`src/rtl/assert_macros.svh`:
```
// Assertion macros shared by the correlation block RTL.
`ifndef ASSERT_MACROS_SVH
`define ASSERT_MACROS_SVH

// Same-cycle implication, sampled on clk, off during reset
`define AST_IMP(lbl, ante, cons) \
    lbl: assert property (@(posedge clk) disable iff (!rst_n) (ante) |-> (cons)) \
        else $error("assertion failed");

// Next-cycle implication, sampled on clk, off during reset
`define AST_NXT(lbl, ante, cons) \
    lbl: assert property (@(posedge clk) disable iff (!rst_n) (ante) |=> (cons)) \
        else $error("assertion failed");

`endif

```
`src/rtl/pcorr_pkg.sv`:
```
// Package: types, widths and codes for the Pearson correlation block.
`timescale 1ns / 1ps
package pcorr_pkg;

    localparam int MAX_SAMPLES_DEF  = 1024;
    localparam int MAX_FEATURES_DEF = 4096;
    localparam int SAMPLE_BITS_DEF  = 16;

    localparam int CNT_W  = 11;
    localparam int SX_W   = 26;
    localparam int SXX_W  = 41;
    localparam int SXY_W  = 42;
    localparam int WIDE_W = 136;
    localparam int THR_W  = 15;

    typedef struct packed {
        logic signed [15:0] x_sample;
        logic signed [15:0] y_sample;
        logic [11:0]        first_feature;
        logic [11:0]        second_feature;
        logic               last_sample;
    } in_item_t;

    typedef struct packed {
        logic [12:0]        from_feature;
        logic [12:0]        to_feature;
        logic signed [15:0] correlation_weight;
    } out_item_t;

    // One closed feature pair handed from front to back
    typedef struct packed {
        logic signed [SX_W-1:0]  sx;
        logic signed [SX_W-1:0]  sy;
        logic [SXX_W-1:0]        sxx;
        logic [SXX_W-1:0]        syy;
        logic signed [SXY_W-1:0] sxy;
        logic [CNT_W-1:0]        n;
        logic [12:0]             from_feature;
        logic [12:0]             to_feature;
        logic                    feat_ok;
    } pair_job_t;

    typedef enum logic [2:0] {
        OP_NSXY, OP_SXSY, OP_NSXX, OP_SXSX, OP_NSYY, OP_SYSY, OP_NUM2, OP_VXVY
    } mul_op_t;

    typedef enum logic [2:0] {
        BK_IDLE, BK_LOAD, BK_MUL, BK_CHECK, BK_SRCH_A, BK_SRCH_B, BK_OUT
    } bk_state_t;

    function automatic logic [63:0] mag64(input logic signed [63:0] v);
        return v[63] ? 64'(-v) : 64'(v);
    endfunction

endpackage

```
`src/rtl/pcorr_queue.sv`:
```
// Two-entry queue of closed pairs between front and back.
`timescale 1ns / 1ps
`include "assert_macros.svh"
module pcorr_queue (
    input  logic                 clk,
    input  logic                 rst_n,
    input  logic                 push,
    input  pcorr_pkg::pair_job_t push_job,
    input  logic                 pop,
    output logic                 full,
    output logic                 not_empty,
    output pcorr_pkg::pair_job_t head
);

    pcorr_pkg::pair_job_t slot_reg [2];
    logic       wr_ptr_reg, rd_ptr_reg;
    logic [1:0] fill_reg;

    assign full      = fill_reg == 2'd2;
    assign not_empty = fill_reg != 2'd0;
    assign head      = slot_reg[rd_ptr_reg];

    // payload slots
    always_ff @(posedge clk)
    begin
        if (push)
        begin
            slot_reg[wr_ptr_reg] <= push_job;
        end
    end

    // pointers and fill level
    always_ff @(posedge clk or negedge rst_n)
    begin
        if (!rst_n)
        begin
            wr_ptr_reg <= 1'b0;
            rd_ptr_reg <= 1'b0;
            fill_reg   <= 2'd0;
        end
        else
        begin
            if (push)
            begin
                wr_ptr_reg <= !wr_ptr_reg;
            end
            if (pop)
            begin
                rd_ptr_reg <= !rd_ptr_reg;
            end
            fill_reg <= fill_reg + {1'b0, push} - {1'b0, pop};
        end
    end

    `AST_IMP(a_no_overflow, full, !push)
    `AST_IMP(a_no_underflow, !not_empty, !pop)

endmodule

```
`config.mk`:
```
export PLATFORM = sky130hd
export DESIGN_NAME = pcorr_queue
export DESIGN_NICKNAME = d
export VERILOG_FILES = /design/src/rtl/pcorr_pkg.sv /design/src/rtl/pcorr_queue.sv
export VERILOG_INCLUDE_DIRS = /design/src /design/src/rtl
export SDC_FILE = /design/constraint.sdc
export NUM_CORES = 1
export LEC_CHECK = 0
export ABC_AREA = 1
export BUFFER_PORTS_ARGS = -buffer_cell sky130_fd_sc_hd__buf_2
export CAP_MARGIN = 20
export CORE_MARGIN = 3
export CORE_UTILIZATION = 50
export DETAILED_ROUTE_END_ITERATION = 10
export PLACE_DENSITY = 0.82
export REMOVE_ABC_BUFFERS = 1
export SYNTH_ARGS = -nofsm -noshare
export SYNTH_HDL_FRONTEND = slang
export SYNTH_SLANG_ARGS = --single-unit
```
`constraint.sdc`:
```
create_clock -name clk -period 16.4 [get_ports clk]
set_input_delay 3.28 -clock clk [delete_from_list [all_inputs] [get_ports clk]]
set_output_delay 3.28 -clock clk [all_outputs]
set_load 0.02 [all_outputs]
```
==> results.toml <==
[sta]
finalCritPeriodShare_pct = 42.1
fmax_mhz = 145
tightest_slew_ps = 1100
rsz0062_at_grt = "no"
hold_violations = 0
setup_viol = 0
clock-skew-final_ps = 12.9
finalMaxSlewViolations = 0
fin_crit_ps = 6910
worst_hold_slack_ps = 573
slew_headroom_pct = 26.6
tns_ps = 0

[floorplanning]
die_w_um = 189
die_area_um2 = 35700
start_util_pct = 51.1
ios = 434
coreArea_um2 = 32800
rows = 66
fp.dieH_um = 189

[power]
irDropWorstVdd_v = 0.000135
p_per_area_nw_per_um2 = 186
leakage_nw = 8.68

[worst_setup_path]
reg2reg_from = "wr_ptr_reg"
arrival_ps = 3630
cp_cell_sequence = "buf_12, buf_4, nand2_1, o21ai_2, buf_2"
crit_type = "flip-flop to output port"
critPathLaunch = "rd_ptr_reg"
required_ps = 13120
cp-start-kind = "flip-flop"
cpMaxStageDelayCell = "buf_4"
cp_slowest_stage_delay_ps = 930
critPathMaxFanout = 212
endpoint_kind = "output port"

[worst_hold_path]
hold_start = "wr_ptr_reg"
hp-class = "flip-flop to flip-flop"

[clock_tree]
clk_latency_ps = 520
cts_root_buffer = "clkbuf_16"
cts_hold_buf = 0
cts_tree = "built"
cts_inserted_buffers = 43
cts-htree-levels = 2
clockBufferDepth = 3
clk_pin_slew_ps = 60
post-cts-setup-buffers = 0
clock_sinks = 432
cts_resized = 0

[job]
max_cap_violations = 0

[synthesis]
yosysSeqAreaShare_pct = 77.3
synth_top_family_by_area = "compound AO/OA/AOI/OAI gates"
synth-simple-area-share_pct = 5.02
synth-xor-area-share_pct = 0.105
synth_compound_area_share_pct = 9.53
syn_area_per_cell_um2 = 14.7
synth_mux_area_share_pct = 0
synth_cell_types = 15
synth-adder-area-share_pct = 0.149
syn-cell-area_um2 = 16800
synth_cells = 1143
synth_seq_cells = 432
yosysWarnings = 0

[global_route]
grt_pass1_wl_um = 53700
overflow = 0
grt_max_degree = 213
antenna_found_initial = 13
grt_pass1_vias = 10100
grt_usage_pct = 19.3

[routing]
wl_per_cell_um = 17.3
route.detailed.drc = 0
routed_wirelength_um = 35500
dr_total_vias = 10100
drt_iter0_markers = 544
via_per_inst = 4.89
detail-route-antenna-nets = 0
first_pass_iters = 5

[placed_design]
portBuffers = 433
globalplace.congestion = 0.859
place_hpwl_um = 24300

[finish]
drive_gt1_share_pct = 39.7
layout.nets = 1800
largest_register_ffs = 428
areaGrowthSynthToFinish_pct = 21.9

[outcome]
status = "finished, final reports clean"
==> per-layer routing <==
layer / global-route usage (%) / vias up / part of all wire (%)
li1: - / 4804 / -
met1: 21.6 / 4718 / 35
met2: 33.4 / 418 / 50
met3: 6.67 / 104 / 9.8
met4: 8.91 / 10 / 4.6
met5: 0 / - / 0.16
==> critical path: cells and delay by family, from the launching register on <==
family | cells | cell delay [ps]
flops | 1 | 870
simple gates | 1 | 180
compound gates | 1 | 120
buf+inv | 3 | 1760
==> path summary, 6_finish.rpt <==
kind / to / slack (ps) / cells past startpoint
max: head[95] / 9490 / 5
min: wr_ptr_reg / 570 / 1
max reg2reg: slot_reg[0][104] / 13370 / 3
min reg2reg: wr_ptr_reg / 570 / 1
max in group asynchronous: rd_ptr_reg / 13660 / 1
min in group asynchronous: fill_reg[0] / 2570 / 1
==> metrics by stage <==
stage                     worst slack (ps)  util, %  instance area, µm²  instances  total power, W
after global routing                  9070     62.3               20400       2053         0.00401
after floorplan                       1960        -               16300       1095         0.00262
after detailed placement              9850     58.2               19100       1977         0.00291
final                                 9490     62.3               20400       2055         0.00380
after CTS                             9300     62.3               20400       2048         0.00385
after global placement               10050     58.2               19100       1977         0.00287
==> cell families (layout without fill, tap and decap cells) <==
logic type,Yosys count,count (layout)
flops,432,432
fa+ha+maj,2,2
other cells,0,7
simple gates,224,224
compound gates,214,214
buf+inv,269,732
xor+xnor,2,2
==> synthesized netlist by cell type <==
master | count | area (µm²)
o21ai_1 | 59 | 295
nand3_1 | 1 | 5.00
o21ai_0 | 15 | 75.1
edfxtp_1 | 428 | 12900
ha_1 | 2 | 25.0
o21ai_2 | 140 | 1230
nor2_1 | 2 | 7.51
clkbuf_1 | 1 | 3.75
nand2_1 | 221 | 830
xor2_1 | 2 | 17.5
buf_4 | 11 | 82.6
buf_6 | 35 | 394
inv_1 | 221 | 830
dfrtp_1 | 4 | 100
buf_8 | 1 | 15.0
==> layout make-up <==
cell class              instances  area, µm²
well taps                     442        553
fillers                      2442      12400
inverters                     221        837
clock buffers                  60       1210
flip-flops and latches        432      13000
repair buffers                440       2230
diodes                          7       17.5
multi-input cells             442       2490
clock inverters                11        129
==> cells in the final DEF (no fill, tap or decap), drive strengths merged, types with 2 or more instances in the layout <==
cell and count:
clkbuf 60, o21ai 214, inv 222, nor2 2, nand2 221, diode 7, edfxtp 428, clkinv 7
xor2 2, buf 440, bufinv 3, dfrtp 4, ha 2
==> power by group <==
part	switching (W)	total, W	internal (W)
clock network	0.000375	0.000934	0.000559
registers	0.0000770	0.00155	0.00147
logic	0.000945	0.00132	0.000379
total	0.00140	0.00380	0.00241
No activity file was read; power rests on OpenSTA's default activity.
