--- src/rtl/assert_macros.svh ---
// Assertion macros shared by the correlation block RTL.
`ifndef ASSERT_MACROS_SVH
`define ASSERT_MACROS_SVH

// Same-cycle implication, sampled on clk, off during reset
`define AST_IMP(lbl, ante, cons) \
    lbl: assert property (@(posedge clk) disable iff (!rst_n) (ante) |-> (cons)) \
        else $error("assertion failed");

// Next-cycle implication, sampled on clk, off during reset
`define AST_NXT(lbl, ante, cons) \
    lbl: assert property (@(posedge clk) disable iff (!rst_n) (ante) |=> (cons)) \
        else $error("assertion failed");

`endif

--- src/rtl/pcorr_pkg.sv ---
// Package: types, widths and codes for the Pearson correlation block.
`timescale 1ns / 1ps
package pcorr_pkg;

    localparam int MAX_SAMPLES_DEF  = 1024;
    localparam int MAX_FEATURES_DEF = 4096;
    localparam int SAMPLE_BITS_DEF  = 16;

    localparam int CNT_W  = 11;
    localparam int SX_W   = 26;
    localparam int SXX_W  = 41;
    localparam int SXY_W  = 42;
    localparam int WIDE_W = 136;
    localparam int THR_W  = 15;

    typedef struct packed {
        logic signed [15:0] x_sample;
        logic signed [15:0] y_sample;
        logic [11:0]        first_feature;
        logic [11:0]        second_feature;
        logic               last_sample;
    } in_item_t;

    typedef struct packed {
        logic [12:0]        from_feature;
        logic [12:0]        to_feature;
        logic signed [15:0] correlation_weight;
    } out_item_t;

    // One closed feature pair handed from front to back
    typedef struct packed {
        logic signed [SX_W-1:0]  sx;
        logic signed [SX_W-1:0]  sy;
        logic [SXX_W-1:0]        sxx;
        logic [SXX_W-1:0]        syy;
        logic signed [SXY_W-1:0] sxy;
        logic [CNT_W-1:0]        n;
        logic [12:0]             from_feature;
        logic [12:0]             to_feature;
        logic                    feat_ok;
    } pair_job_t;

    typedef enum logic [2:0] {
        OP_NSXY, OP_SXSY, OP_NSXX, OP_SXSX, OP_NSYY, OP_SYSY, OP_NUM2, OP_VXVY
    } mul_op_t;

    typedef enum logic [2:0] {
        BK_IDLE, BK_LOAD, BK_MUL, BK_CHECK, BK_SRCH_A, BK_SRCH_B, BK_OUT
    } bk_state_t;

    function automatic logic [63:0] mag64(input logic signed [63:0] v);
        return v[63] ? 64'(-v) : 64'(v);
    endfunction

endpackage

--- src/rtl/pcorr_front.sv ---
// Front end: takes sample transactions, accumulates sums, closes pairs.
`timescale 1ns / 1ps
`include "assert_macros.svh"
module pcorr_front #(
    parameter int MAX_SAMPLES  = pcorr_pkg::MAX_SAMPLES_DEF,
    parameter int MAX_FEATURES = pcorr_pkg::MAX_FEATURES_DEF,
    parameter int SAMPLE_BITS  = pcorr_pkg::SAMPLE_BITS_DEF
) (
    input  logic                 clk,
    input  logic                 rst_n,
    input  logic                 in_valid,
    input  pcorr_pkg::in_item_t  in_data,
    input  logic                 q_full,
    output logic                 push,
    output pcorr_pkg::pair_job_t job
);

    logic signed [pcorr_pkg::SX_W-1:0]  sx_reg, sx_next, sy_reg, sy_next;
    logic [pcorr_pkg::SXX_W-1:0]        sxx_reg, sxx_next, syy_reg, syy_next;
    logic signed [pcorr_pkg::SXY_W-1:0] sxy_reg, sxy_next;
    logic [pcorr_pkg::CNT_W-1:0]        count_reg, count_next;
    logic signed [SAMPLE_BITS-1:0]      xn, yn;
    logic signed [15:0]                 xs, ys;
    logic signed [31:0]                 xx, yy, xy;
    logic                               accept, take;

    assign accept = in_valid && !q_full;
    assign push   = accept && in_data.last_sample;

    // sign extend from the low sample bits
    assign xn = in_data.x_sample[SAMPLE_BITS-1:0];
    assign yn = in_data.y_sample[SAMPLE_BITS-1:0];
    assign xs = 16'(xn);
    assign ys = 16'(yn);
    assign xx = xs * xs;
    assign yy = ys * ys;
    assign xy = xs * ys;

    assign take = count_reg < pcorr_pkg::CNT_W'(MAX_SAMPLES);

    // sums including this transaction while the sample count is below MAX_SAMPLES
    always_comb
    begin
        sx_next    = sx_reg;
        sy_next    = sy_reg;
        sxx_next   = sxx_reg;
        syy_next   = syy_reg;
        sxy_next   = sxy_reg;
        count_next = count_reg;
        if (take)
        begin
            sx_next    = sx_reg + pcorr_pkg::SX_W'(xs);
            sy_next    = sy_reg + pcorr_pkg::SX_W'(ys);
            sxx_next   = sxx_reg + pcorr_pkg::SXX_W'(xx);
            syy_next   = syy_reg + pcorr_pkg::SXX_W'(yy);
            sxy_next   = sxy_reg + pcorr_pkg::SXY_W'(xy);
            count_next = count_reg + 1'b1;
        end
    end

    // job for the back end
    always_comb
    begin
        job.sx           = sx_next;
        job.sy           = sy_next;
        job.sxx          = sxx_next;
        job.syy          = syy_next;
        job.sxy          = sxy_next;
        job.n            = count_next;
        job.from_feature = 13'(in_data.first_feature) + 13'd1;
        job.to_feature   = 13'(in_data.second_feature) + 13'd1;
        job.feat_ok      = ({1'b0, in_data.first_feature} < 13'(MAX_FEATURES))
                        && ({1'b0, in_data.second_feature} < 13'(MAX_FEATURES));
    end

    // accumulators, cleared when a pair closes
    always_ff @(posedge clk or negedge rst_n)
    begin
        if (!rst_n)
        begin
            sx_reg    <= '0;
            sy_reg    <= '0;
            sxx_reg   <= '0;
            syy_reg   <= '0;
            sxy_reg   <= '0;
            count_reg <= '0;
        end
        else if (push)
        begin
            sx_reg    <= '0;
            sy_reg    <= '0;
            sxx_reg   <= '0;
            syy_reg   <= '0;
            sxy_reg   <= '0;
            count_reg <= '0;
        end
        else if (accept)
        begin
            sx_reg    <= sx_next;
            sy_reg    <= sy_next;
            sxx_reg   <= sxx_next;
            syy_reg   <= syy_next;
            sxy_reg   <= sxy_next;
            count_reg <= count_next;
        end
    end

    `AST_IMP(a_cnt_bound, 1'b1, count_reg <= pcorr_pkg::CNT_W'(MAX_SAMPLES))
    `AST_NXT(a_clear_after_push, push, count_reg == '0)

endmodule

--- config.mk ---
export PLATFORM = sky130hd
export DESIGN_NAME = pcorr_front
export DESIGN_NICKNAME = d
export VERILOG_FILES = /design/src/rtl/pcorr_pkg.sv /design/src/rtl/pcorr_front.sv
export VERILOG_INCLUDE_DIRS = /design/src /design/src/rtl
export SDC_FILE = /design/constraint.sdc
export NUM_CORES = 2
export LEC_CHECK = 0
export BUFFER_PORTS_ARGS = -buffer_cell sky130_fd_sc_hd__buf_2
export CORE_MARGIN = 2
export CORE_UTILIZATION = 59
export CTS_CLUSTER_SIZE = 8
export DETAILED_ROUTE_END_ITERATION = 7
export PLACE_DENSITY = 0.76
export SYNTH_ARGS = -nofsm -noshare
export SYNTH_HDL_FRONTEND = slang
export SYNTH_SLANG_ARGS = --single-unit
--- constraint.sdc ---
create_clock -name clk -period 16.05 [get_ports clk]
set_input_delay 0 -clock clk [delete_from_list [all_inputs] [get_ports clk]]
set_output_delay 0 -clock clk [all_outputs]
set_load 0.05 [all_outputs]
==> impl_results.md <==
- Status: finished, final reports clean
- Register area: approximately 4700 µm²
- Worst slew margin: 0.2534
- CTS root buf: clkbuf_16
- Vias in the first global route: around 38k
- Yosys top cell by area: fa_1
- CTS Buf Count: 17
- Residual DRC: 0
- CTS tree: done
- Clk sinks: ~190
- CTS H-tree depth: 4
- Sequential area share after synthesis: 0.1029
- Syn_area_per_cell: ~8.9 µm²
- Synthesis-to-finish area growth: 6.549%
- Die Y: 281.6 µm
- Number of synthesis warnings: 0
- IO Count: about 280
- Final Hold Fails: 0
- Crit-path max FO: 46
- Post-CTS setup buffers: 0
- Pin count of the biggest net entering global routing: about 180
- All-Layer GR Usage: 0.3258
- Die X: around 280 µm
- Final critical-path share of the clock period: 0.6363
- FFs w/ async S/R, synth: 1.000
- Max Slew Vio Count: 0
- Gr ovfl total: 0
- Crit start category: input port
- Drt wl/cell: a little under 20 µm
- Mapped cell area: roughly 45000 µm²
- Syn_nets: between 6k and 7k
- Slowest stage cell, crit path: fa_1
- FF-to-FF setup slack: roughly 9.9 ns
- Crit Path Class: input port to output port
- Reg2Reg Depth: 19
- Starting DRT DRC Count: ~2.7k
- RSZ-0062 raised after global routing: false
- Post-CTS sizing: 0
- Yosys cell types: 91
- Placeable Area: approximately 76000 µm²
- CP most frequent cell: fa_1
- Instance count of the mapped netlist: 5118
- Reg-to-Reg Start: sxy_reg[12]
- Hold wc startpoint: in_data[0]
- MaxCap Viol Count: 0
- Initial Util: 0.5977
- Min Clock Period, post-route: 10.21 ns
- Fin nets: 6570
- Yosys top cell area share: 0.3548
- Via count: approximately 37k
- Prevailing post-synth register cell: dfrtp_1
- TritonRoute pass-1 iters: 6
- Routability congestion estimate from global placement: roughly 0.94
- Post-route ant nets: 0
- Hold endpoint: sx_reg[25]
- Die ar.: about 79000 µm²
- Setup violations, final: 0
- Worst-Skew Late Latency: approximately 0.53 ns
- CP required: approximately 16 ns
- Worst Path Arrival: between 10 and 15 ns
- Yosys reg bits: around 190
- Fmax achieved: around 0.098 GHz
- R2R Path End: sxy_reg[41]
- Area of the multi-input gates: 36360 µm²
- Vias per inst: roughly 5.8
- Hold Crit Depth: 3
- Ranking of synthesized cells by area: fa_1 35%, ha_1 12%, dfrtp_1 10%, inv_1 8.1%, nand2_1 5.2%
- First-pass GRT wire length: 201800 µm
- Worst Max-Slew Pin Slew: 1.119 ns
- Fillcell total: ~6.4k
- Worst Setup End Kind: output port
- Max reg flops: 42
- I/O Buffers: approximately 270
- Biggest cell delay along the critical path: 0.90 ns
- Layout cells sized above 1: 0.08024
- # rows: between 100 and 150
- Hold WC Path Type: input port to register
- Max Buffers Root-to-Sink: 2
- Clock Skews: between 0.015 and 0.02 ns
- Initial antenna violation count: 3
- Post-DP HPWL: around 95000 µm
- Clock Pin Slew Worst Setup and Hold Paths: 0.10 ns
- Post-synth EDFFs: 0
- Sum Neg Setup Slack: 0 ns
- WL final: 123000 µm
- Hold Buf Count CTS: 2
[cells in the mapped netlist (6+ instances only)]
cell type	n
nand2b_1	40
buf_1	14
o221ai_1	6
fa_1	806
o21bai_1	35
a211o_1	8
nand3_1	54
clkinv_1	8
nand4_1	17
a22o_1	117
a31oi_1	23
xnor2_1	171
a211oi_1	24
dfrtp_1	187
clkbuf_1	179
nor2_1	188
o21ai_1	31
or3_1	9
a31o_2	14
and3_1	34
nor2b_1	20
a21o_1	103
o2111ai_1	9
inv_1	981
o31ai_1	20
nor3_1	36
mux2_2	22
o21a_1	32
o21ai_0	290
nand2_1	627
a21oi_1	182
and2_1	153
ha_1	444
xor2_1	95
o211ai_1	14
[how the worst max path moves through the flow]
| stage | startpoint | to | slack, ns | cells past startpoint |
|---|---|---|---|---|
| 2_1_floorplan | in_data[26] | job[118] | 7.29 | 32 |
| 3_3_place_gp | in_data[40] | job[120] | 6.00 | 34 |
| 3_5_place_dp | in_data[40] | job[120] | 5.93 | 34 |
| 4_1_cts | in_data[40] | job[120] | 5.89 | 34 |
| 5_1_grt | in_data[40] | job[120] | 5.14 | 34 |
| 6_report | in_data[40] | job[120] | 5.84 | 34 |
[metal layers]
layer	up-vias	track usage	routed length (µm)
li1	16620	-	-
met1	18318	0.4334	48720
met2	1383	0.5450	60060
met3	254	0.05204	9898
met4	2	0.1107	4319
met5	-	0	8
[layout make-up]
type / count / share of cell area
Timing Repair Buffer: 318 / 0.03569
Sequential cell: 187 / 0.09666
Clock inverter: 15 / 0.004881
Tap cell: 1030 / 0.02660
Multi-Input combinational cell: 3744 / 0.7505
Clock buffer: 17 / 0.008780
Antenna cell: 2 / 0.0001033
Inverter: 991 / 0.07677
[critical path, delay by kind of cell]
kind                     cells  cell delay, ns
AO/OA/AOI/OAI               11            2.09
XOR/XNOR                     1            0.19
adder cells (fa/ha/maj)      8            4.22
buffers and inverters        7            1.90
AND/OR/NAND/NOR              7            1.74
[cells by family (layout without fill, tap and decap cells)]
family / Yosys count / count (layout) / synth area share
fa+ha+maj: 1250 / 1250 / 0.4770
simple gates: 1210 / 1210 / 0.1199
buf+inv: 1187 / 1341 / 0.09812
flops: 187 / 187 / 0.1029
mux: 27 / 27 / 0.006549
xor+xnor: 266 / 266 / 0.05123
other cells: 1 / 3 / 0.00008247
compound gates: 990 / 990 / 0.1442
[stage by stage]
step | std cells | cell area [µm²] | hold slack [ns] | utilization | setup WS (ns)
2_1_floorplan | 5118 | 45470 | -0.2956 | - | 7.293
3_3_place_gp | 6268 | 47760 | 0.03560 | 0.6279 | 5.997
3_5_place_dp | 6268 | 47760 | 0.03947 | 0.6279 | 5.934
4_1_cts | 6302 | 48450 | 0.008883 | 0.6368 | 5.893
5_1_grt | 6303 | 48450 | 0.04697 | 0.6369 | 5.139
6_report | 6304 | 48450 | 0.03405 | 0.6369 | 5.838
[cell usage in the layout (no fill, tap or decap), drive strengths merged, types with 15 or more instances in the layout]
cell / n
a21oi: 186
xor2: 95
nor3: 36
nand3: 54
buf: 316
a22o: 117
o21ai: 322
o211ai: 15
a31oi: 25
and3: 34
a211oi: 25
ha: 444
o21a: 32
o31ai: 23
o21bai: 35
xnor2: 171
clkbuf: 17
nand2b: 40
mux2: 22
nand4: 17
and2: 153
clkinv: 15
nor2: 188
dfrtp: 187
nand2: 628
nor2b: 20
inv: 990
fa: 806
a21o: 104
Power is not shown: default switching activity piles up to over one toggle a cycle in this logic, so the estimate is an artifact.
