<file path="config.mk">
export PLATFORM = sky130hd
export DESIGN_NAME = pcorr_back
export DESIGN_NICKNAME = d
export VERILOG_FILES = /design/src/rtl/pcorr_pkg.sv /design/src/rtl/pcorr_back.sv
export VERILOG_INCLUDE_DIRS = /design/src /design/src/rtl
export SDC_FILE = /design/constraint.sdc
export NUM_CORES = 2
export LEC_CHECK = 0
export ABC_CLOCK_PERIOD_IN_PS = 42300
export BUFFER_PORTS_ARGS = -buffer_cell sky130_fd_sc_hd__buf_2
export CAP_MARGIN = 10
export CORE_MARGIN = 2
export CORE_UTILIZATION = 49
export DETAILED_ROUTE_END_ITERATION = 7
export MAX_ROUTING_LAYER = met4
export PLACE_DENSITY = 0.74
export SETUP_SLACK_MARGIN = 0.05
export SLEW_MARGIN = 10
export SYNTH_ARGS = -nofsm -noshare
export SYNTH_HDL_FRONTEND = slang
export SYNTH_SLANG_ARGS = --single-unit
</file>
<file path="constraint.sdc">
create_clock -name clk -period 42.3 [get_ports clk]
set_input_delay 6.345 -clock clk [delete_from_list [all_inputs] [get_ports clk]]
set_output_delay 6.345 -clock clk [all_outputs]
set_load 0.01 [all_outputs]
</file>
<file path="src/rtl/assert_macros.svh">
// Assertion macros shared by the correlation block RTL.
`ifndef ASSERT_MACROS_SVH
`define ASSERT_MACROS_SVH

// Same-cycle implication, sampled on clk, off during reset
`define AST_IMP(lbl, ante, cons) \
    lbl: assert property (@(posedge clk) disable iff (!rst_n) (ante) |-> (cons)) \
        else $error("assertion failed");

// Next-cycle implication, sampled on clk, off during reset
`define AST_NXT(lbl, ante, cons) \
    lbl: assert property (@(posedge clk) disable iff (!rst_n) (ante) |=> (cons)) \
        else $error("assertion failed");

`endif

</file>
<file path="src/rtl/pcorr_pkg.sv">
// Package: types, widths and codes for the Pearson correlation block.
`timescale 1ns / 1ps
package pcorr_pkg;

    localparam int MAX_SAMPLES_DEF  = 1024;
    localparam int MAX_FEATURES_DEF = 4096;
    localparam int SAMPLE_BITS_DEF  = 16;

    localparam int CNT_W  = 11;
    localparam int SX_W   = 26;
    localparam int SXX_W  = 41;
    localparam int SXY_W  = 42;
    localparam int WIDE_W = 136;
    localparam int THR_W  = 15;

    typedef struct packed {
        logic signed [15:0] x_sample;
        logic signed [15:0] y_sample;
        logic [11:0]        first_feature;
        logic [11:0]        second_feature;
        logic               last_sample;
    } in_item_t;

    typedef struct packed {
        logic [12:0]        from_feature;
        logic [12:0]        to_feature;
        logic signed [15:0] correlation_weight;
    } out_item_t;

    // One closed feature pair handed from front to back
    typedef struct packed {
        logic signed [SX_W-1:0]  sx;
        logic signed [SX_W-1:0]  sy;
        logic [SXX_W-1:0]        sxx;
        logic [SXX_W-1:0]        syy;
        logic signed [SXY_W-1:0] sxy;
        logic [CNT_W-1:0]        n;
        logic [12:0]             from_feature;
        logic [12:0]             to_feature;
        logic                    feat_ok;
    } pair_job_t;

    typedef enum logic [2:0] {
        OP_NSXY, OP_SXSY, OP_NSXX, OP_SXSX, OP_NSYY, OP_SYSY, OP_NUM2, OP_VXVY
    } mul_op_t;

    typedef enum logic [2:0] {
        BK_IDLE, BK_LOAD, BK_MUL, BK_CHECK, BK_SRCH_A, BK_SRCH_B, BK_OUT
    } bk_state_t;

    function automatic logic [63:0] mag64(input logic signed [63:0] v);
        return v[63] ? 64'(-v) : 64'(v);
    endfunction

endpackage

</file>
<file path="src/rtl/pcorr_back.sv">
// Back end: serial multiplies, variance check and bitwise search for r.
`timescale 1ns / 1ps
`include "assert_macros.svh"
module pcorr_back (
    input  logic                              clk,
    input  logic                              rst_n,
    input  logic                              q_not_empty,
    input  pcorr_pkg::pair_job_t              q_head,
    output logic                              pop,
    input  logic [pcorr_pkg::THR_W-1:0]       threshold,
    output logic                              out_valid,
    input  logic                              out_stall,
    output pcorr_pkg::out_item_t              out_data
);

    localparam int W = pcorr_pkg::WIDE_W;

    pcorr_pkg::bk_state_t state_reg, state_next;
    pcorr_pkg::mul_op_t   op_reg, op_next;
    pcorr_pkg::pair_job_t job_reg, job_next;
    pcorr_pkg::out_item_t out_reg, out_next;
    logic [127:0]        acc_reg, acc_next, ma_reg, ma_next, prod;
    logic [63:0]         mb_reg, mb_next, a_sel, b_sel;
    logic                neg_reg, neg_next, neg_sel;
    logic signed [63:0]  t1_reg, t1_next, num_reg, num_next;
    logic signed [63:0]  vx_reg, vx_next, vy_reg, vy_next, p64;
    logic [W-1:0]        l_reg, l_next, v_reg, v_next, p_reg, p_next;
    logic [W-1:0]        qv_reg, qv_next, s_reg, s_next, t_val;
    logic [14:0]         q_reg, q_next;
    logic [3:0]          bit_reg, bit_next;

    assign out_valid = state_reg == pcorr_pkg::BK_OUT;
    assign out_data  = out_reg;
    assign pop       = (state_reg == pcorr_pkg::BK_IDLE) && q_not_empty;

    assign prod = neg_reg ? 128'(-acc_reg) : acc_reg;
    assign p64  = prod[63:0];

    // multiplier operands (magnitudes) and product sign per step
    always_comb
    begin
        a_sel   = 64'(job_reg.n);
        b_sel   = '0;
        neg_sel = 1'b0;
        case (op_reg)
            pcorr_pkg::OP_NSXY:
            begin
                b_sel   = pcorr_pkg::mag64(64'(job_reg.sxy));
                neg_sel = job_reg.sxy[pcorr_pkg::SXY_W-1];
            end
            pcorr_pkg::OP_SXSY:
            begin
                a_sel   = pcorr_pkg::mag64(64'(job_reg.sx));
                b_sel   = pcorr_pkg::mag64(64'(job_reg.sy));
                neg_sel = job_reg.sx[pcorr_pkg::SX_W-1] ^ job_reg.sy[pcorr_pkg::SX_W-1];
            end
            pcorr_pkg::OP_NSXX: b_sel = 64'(job_reg.sxx);
            pcorr_pkg::OP_SXSX:
            begin
                a_sel = pcorr_pkg::mag64(64'(job_reg.sx));
                b_sel = a_sel;
            end
            pcorr_pkg::OP_NSYY: b_sel = 64'(job_reg.syy);
            pcorr_pkg::OP_SYSY:
            begin
                a_sel = pcorr_pkg::mag64(64'(job_reg.sy));
                b_sel = a_sel;
            end
            pcorr_pkg::OP_NUM2:
            begin
                a_sel = pcorr_pkg::mag64(num_reg);
                b_sel = a_sel;
            end
            pcorr_pkg::OP_VXVY:
            begin
                a_sel = 64'(vx_reg);
                b_sel = 64'(vy_reg);
            end
            default: b_sel = '0;
        endcase
    end

    // trial value for the current result bit
    assign t_val = s_reg + (qv_reg << (5'(bit_reg) + 5'd1));

    // sequencer
    always_comb
    begin
        state_next = state_reg;
        op_next    = op_reg;
        job_next   = job_reg;
        out_next   = out_reg;
        acc_next   = acc_reg;
        ma_next    = ma_reg;
        mb_next    = mb_reg;
        neg_next   = neg_reg;
        t1_next    = t1_reg;
        num_next   = num_reg;
        vx_next    = vx_reg;
        vy_next    = vy_reg;
        l_next     = l_reg;
        v_next     = v_reg;
        p_next     = p_reg;
        qv_next    = qv_reg;
        s_next     = s_reg;
        q_next     = q_reg;
        bit_next   = bit_reg;
        case (state_reg)
            pcorr_pkg::BK_IDLE:
            begin
                if (q_not_empty)
                begin
                    job_next   = q_head;
                    op_next    = pcorr_pkg::OP_NSXY;
                    state_next = pcorr_pkg::BK_LOAD;
                end
            end
            pcorr_pkg::BK_LOAD:
            begin
                acc_next   = '0;
                ma_next    = 128'(a_sel);
                mb_next    = b_sel;
                neg_next   = neg_sel;
                state_next = pcorr_pkg::BK_MUL;
            end
            pcorr_pkg::BK_MUL:
            begin
                if (mb_reg != '0)
                begin
                    // shift-add, one multiplier bit a cycle
                    if (mb_reg[0])
                    begin
                        acc_next = acc_reg + ma_reg;
                    end
                    ma_next = ma_reg << 1;
                    mb_next = mb_reg >> 1;
                end
                else
                begin
                    op_next    = pcorr_pkg::mul_op_t'(op_reg + 3'd1);
                    state_next = pcorr_pkg::BK_LOAD;
                    case (op_reg)
                        pcorr_pkg::OP_NSXY: t1_next = p64;
                        pcorr_pkg::OP_SXSY: num_next = t1_reg - p64;
                        pcorr_pkg::OP_NSXX: t1_next = p64;
                        pcorr_pkg::OP_SXSX: vx_next = t1_reg - p64;
                        pcorr_pkg::OP_NSYY: t1_next = p64;
                        pcorr_pkg::OP_SYSY:
                        begin
                            vy_next    = t1_reg - p64;
                            state_next = pcorr_pkg::BK_CHECK;
                        end
                        pcorr_pkg::OP_NUM2: l_next = W'(acc_reg) << 30;
                        pcorr_pkg::OP_VXVY:
                        begin
                            v_next     = W'(acc_reg);
                            p_next     = '0;
                            qv_next    = '0;
                            q_next     = '0;
                            bit_next   = 4'd14;
                            state_next = pcorr_pkg::BK_SRCH_A;
                        end
                        default: state_next = pcorr_pkg::BK_IDLE;
                    endcase
                end
            end
            pcorr_pkg::BK_CHECK:
            begin
                // zero variance or bad feature index: drop the pair
                if ((vx_reg <= 0) || (vy_reg <= 0) || !job_reg.feat_ok)
                begin
                    state_next = pcorr_pkg::BK_IDLE;
                end
                else
                begin
                    op_next    = pcorr_pkg::OP_NUM2;
                    state_next = pcorr_pkg::BK_LOAD;
                end
            end
            pcorr_pkg::BK_SRCH_A:
            begin
                s_next     = p_reg + (v_reg << {bit_reg, 1'b0});
                state_next = pcorr_pkg::BK_SRCH_B;
            end
            pcorr_pkg::BK_SRCH_B:
            begin
                // keep bit if (q+2^b)^2*V <= num^2*2^30
                if (t_val <= l_reg)
                begin
                    p_next          = t_val;
                    qv_next         = qv_reg + (v_reg << bit_reg);
                    q_next[bit_reg] = 1'b1;
                end
                if (bit_reg == 4'd0)
                begin
                    if (q_next > threshold)
                    begin
                        out_next.from_feature       = job_reg.from_feature;
                        out_next.to_feature         = job_reg.to_feature;
                        out_next.correlation_weight = num_reg[63]
                            ? 16'(-{1'b0, q_next}) : 16'({1'b0, q_next});
                        state_next = pcorr_pkg::BK_OUT;
                    end
                    else
                    begin
                        state_next = pcorr_pkg::BK_IDLE;
                    end
                end
                else
                begin
                    bit_next   = bit_reg - 4'd1;
                    state_next = pcorr_pkg::BK_SRCH_A;
                end
            end
            pcorr_pkg::BK_OUT:
            begin
                if (!out_stall)
                begin
                    state_next = pcorr_pkg::BK_IDLE;
                end
            end
            default: state_next = pcorr_pkg::BK_IDLE;
        endcase
    end

    // control state
    always_ff @(posedge clk or negedge rst_n)
    begin
        if (!rst_n)
        begin
            state_reg <= pcorr_pkg::BK_IDLE;
            op_reg    <= pcorr_pkg::OP_NSXY;
            bit_reg   <= '0;
        end
        else
        begin
            state_reg <= state_next;
            op_reg    <= op_next;
            bit_reg   <= bit_next;
        end
    end

    // datapath
    always_ff @(posedge clk)
    begin
        job_reg <= job_next;
        out_reg <= out_next;
        acc_reg <= acc_next;
        ma_reg  <= ma_next;
        mb_reg  <= mb_next;
        neg_reg <= neg_next;
        t1_reg  <= t1_next;
        num_reg <= num_next;
        vx_reg  <= vx_next;
        vy_reg  <= vy_next;
        l_reg   <= l_next;
        v_reg   <= v_next;
        p_reg   <= p_next;
        qv_reg  <= qv_next;
        s_reg   <= s_next;
        q_reg   <= q_next;
    end

    `AST_IMP(a_pop_only_idle, pop, state_reg == pcorr_pkg::BK_IDLE)
    `AST_NXT(a_search_end, (state_reg == pcorr_pkg::BK_SRCH_B) && (bit_reg == 4'd0),
             (state_reg == pcorr_pkg::BK_OUT) || (state_reg == pcorr_pkg::BK_IDLE))

endmodule

</file>
==> flow_summary.ini <==
[yosys]
synth_area_leaders = sky130_fd_sc_hd__edfxtp_1 39%, sky130_fd_sc_hd__ha_1 8.1%, sky130_fd_sc_hd__mux2i_1 5.6%, sky130_fd_sc_hd__a21oi_1 4.5%, sky130_fd_sc_hd__o21ai_0 4.3%
async_s_r_ff_share_synth_pct = 0.667
synthesis.area_mm2 = 0.113
post_synth.cell_area_avg_um2 = 9.62
postSynthCellCount = 11800
synth_enable_flop_cells = 1490
syn-num-nets = 12800
ys_warn_count = 0
number_of_different_library_cells_in_the_post_synthesis_netlist = 90
synth_seq_cells = 1500
synth_seq_area_share_pct = 39.7
biggest_area_consumer_among_synthesized_cells = sky130_fd_sc_hd__edfxtp_1
synth-main-ff-cell = sky130_fd_sc_hd__edfxtp_1
synth.top_cell.area_share_pct = 39.5

[sta]
report.final.setup_viol = 0
max_freq_ghz = 0.0554
worst_slew_pin_slew_ns = 1.39
rsz_0062_raised_after_global_routing = no
final-max-slew-violation-count = 0
fin_ws_ns = 24.25
setup_total_negative_slack_ns = 0
finalHoldViolations = 0
final.setup_skew_ns = 0.0980
max_slew_margin_pct = 5.87
post-route-period-util_pct = 42.7
timing.final.crit_period_ns = 18.05

[clock_network]
numClockSinks = 1500
numCtsBuffers = 170
htreeDepth = 4
tritoncts = built
clock_path_buffers = 3
postCtsSetupBuffers = 0
cts_resized = 0
clkTransAtPathRegs_ns = 0.06
cts-root-buf = sky130_fd_sc_hd__clkbuf_16
worstSkewPairLatency_ns = 0.89
cts_hold_buf = 0

[floorplanning]
core-area_mm2 = 0.230
die_y_um = 485
row_count = 176
start_util_pct = 49.3
die-width_um = 485
floorplan.io_pins = 277
design.die.area_mm2 = 0.235

[worst_setup_path]
worst_setup_path_endpoint = out_data[6]
crit_required_ns = 42.74
critical_path.slowest_cell = sky130_fd_sc_hd__nor3_1
reg2reg_depth = 51
arrival_ns = 18.49
startpoint_type = register
critPathLaunch = bit_reg[1]
end_kind = register
crit_path_max_fanout = 67
critPathKind = register to register
r2r_end = out_data[6]
regToRegSetupSlack_ns = 24.25
crit-reg2reg-launch = bit_reg[1]
timing.critical_path.slowest_cell_delay_ns = 1.06

[global_routing]
grt_usage_pct = 35.9
pin_count_of_the_biggest_net_entering_global_routing = 139
antenna_found_initial = 14
grt_pass1_vias = 93000
overflow = 0
grt_pass1_wl_mm = 614

[final_layout]
sequential_cell_area_mm2 = 0.0450
post_route_cells_drive_above_1_share_pct = 8.49
fin_area_mm2 = 0.123
flow.area_growth_from_synthesis_pct = 8.62
final_net_count = 12600
layout.core_utilization_pct = 53.5
multi_input_area_mm2 = 0.0644
filler_cell_count = 20300
largest_register_ffs = 214

[detailed_routing]
postRouteWirelength_mm = 425
met2_length_mm = 192
route.antenna.remaining_nets = 0
drt-initial-drc-count = 11400
routed_via_density = 6.50
dr.pass1.iters = 8
highest-signal-layer = met4
met3_routed_wirelength_mm = 33.9
routedWlPerCell_um = 28.6
via_count = 96600
drcViolationCount = 7
drt-met1-wl_mm = 170

[status]
violations = DRC
outcome = finished with violations

[placed_design]
gp_congestion = 1.13
io_buffers = 276
dp_hpwl_mm = 339
post-place-ws_ns = 24.34
detailed_place.area_mm2 = 0.117

[min_path]
hp-class = register to register

[run]
drv.max_cap_violation_count = 0
## worst min path at each step
stage                      startpoint           end  slack, ns  cells after the start
after floorplan            job_reg[1]  out_data[16]       0.40                      0
after global placement     job_reg[5]  out_data[20]       0.40                      0
after detailed placement   job_reg[4]  out_data[19]       0.40                      0
after CTS                 job_reg[24]  out_data[39]       0.42                      0
after global routing      job_reg[18]  out_data[33]       0.43                      0
final                      job_reg[8]  out_data[23]       0.42                      0
## worst max-delay path: cells and delay by family (launching register included)
kind / cells / cell delay (ns)
AOI/OAI and AO/OA: 18 / 5.81
and+or+nand+nor: 18 / 4.80
buffers and inverters: 7 / 3.04
adders and majority gates: 4 / 1.47
muxes: 3 / 1.09
DFF: 1 / 0.77
xor gates and xnor gates: 1 / 0.33
## layer usage
layer,up-vias,track usage (%)
met5,-,-
met4,0,20.9
met3,944,5.67
met2,4770,55.3
met1,47200,45.0
li1,43700,-
## synth_stat cells, types with 68 or more instances
master,instances
sky130_fd_sc_hd__a211oi_1,68
sky130_fd_sc_hd__a21o_1,444
sky130_fd_sc_hd__a21oi_1,1018
sky130_fd_sc_hd__a31oi_1,80
sky130_fd_sc_hd__and2_1,214
sky130_fd_sc_hd__buf_1,77
sky130_fd_sc_hd__clkbuf_1,608
sky130_fd_sc_hd__edfxtp_1,1490
sky130_fd_sc_hd__ha_1,733
sky130_fd_sc_hd__inv_1,446
sky130_fd_sc_hd__mux2i_1,633
sky130_fd_sc_hd__mux4_2,194
sky130_fd_sc_hd__nand2_1,1066
sky130_fd_sc_hd__nand2b_1,199
sky130_fd_sc_hd__nand3_1,135
sky130_fd_sc_hd__nand4_1,270
sky130_fd_sc_hd__nor2_1,917
sky130_fd_sc_hd__nor2b_1,97
sky130_fd_sc_hd__nor3_1,149
sky130_fd_sc_hd__nor4_1,89
sky130_fd_sc_hd__o21a_1,79
sky130_fd_sc_hd__o21ai_0,972
sky130_fd_sc_hd__o21bai_1,157
sky130_fd_sc_hd__o31ai_1,92
sky130_fd_sc_hd__xnor2_1,475
sky130_fd_sc_hd__xor2_1,314
## cell usage in the layout, fill, tap and decap left out, drive strengths merged, types with 402 or more instances in the layout
master  instances
a21o          444
a21oi        1018
buf           402
edfxtp       1490
ha            733
inv           451
mux2i         633
nand2        1066
nor2          917
o21ai         972
xnor2         476
## cells by family (layout without fill, tap and decap cells)
family | Yosys count | count (layout) | share of synthesized area, %
flip-flops | 1500 | 1500 | 39.7
AND/OR/NAND/NOR | 3381 | 3381 | 14.2
adder cells (fa/ha/maj) | 738 | 738 | 8.18
other | 0 | 15 | 0
buffers and inverters | 1138 | 1164 | 3.79
multiplexers | 847 | 847 | 9.64
AO/OA/AOI/OAI | 3391 | 3391 | 18.4
XOR/XNOR | 790 | 790 | 6.11
## layout make-up
| type | count | share of cell area, % |
|---|---|---|
| diodes | 15 | 0.0305 |
| clock buffers | 197 | 3.56 |
| clock inverters | 117 | 1.22 |
| inverters | 448 | 1.37 |
| multi-input cells | 9147 | 52.3 |
| flip-flops and latches | 1500 | 36.5 |
| well taps | 3026 | 3.07 |
| repair buffers | 402 | 1.93 |
## per-stage QoR
step | std cells | hold WS (ns)
floorplan | 11800 | 0.400
global placement | 14500 | 0.401
detailed placement | 14500 | 0.405
CTS | 14800 | 0.416
global route | 14800 | 0.426
finish | 14900 | 0.417
Power is left out: the tool's default activity adds up to more than one toggle a clock period on the data nets, which glitch-free logic cannot reach.
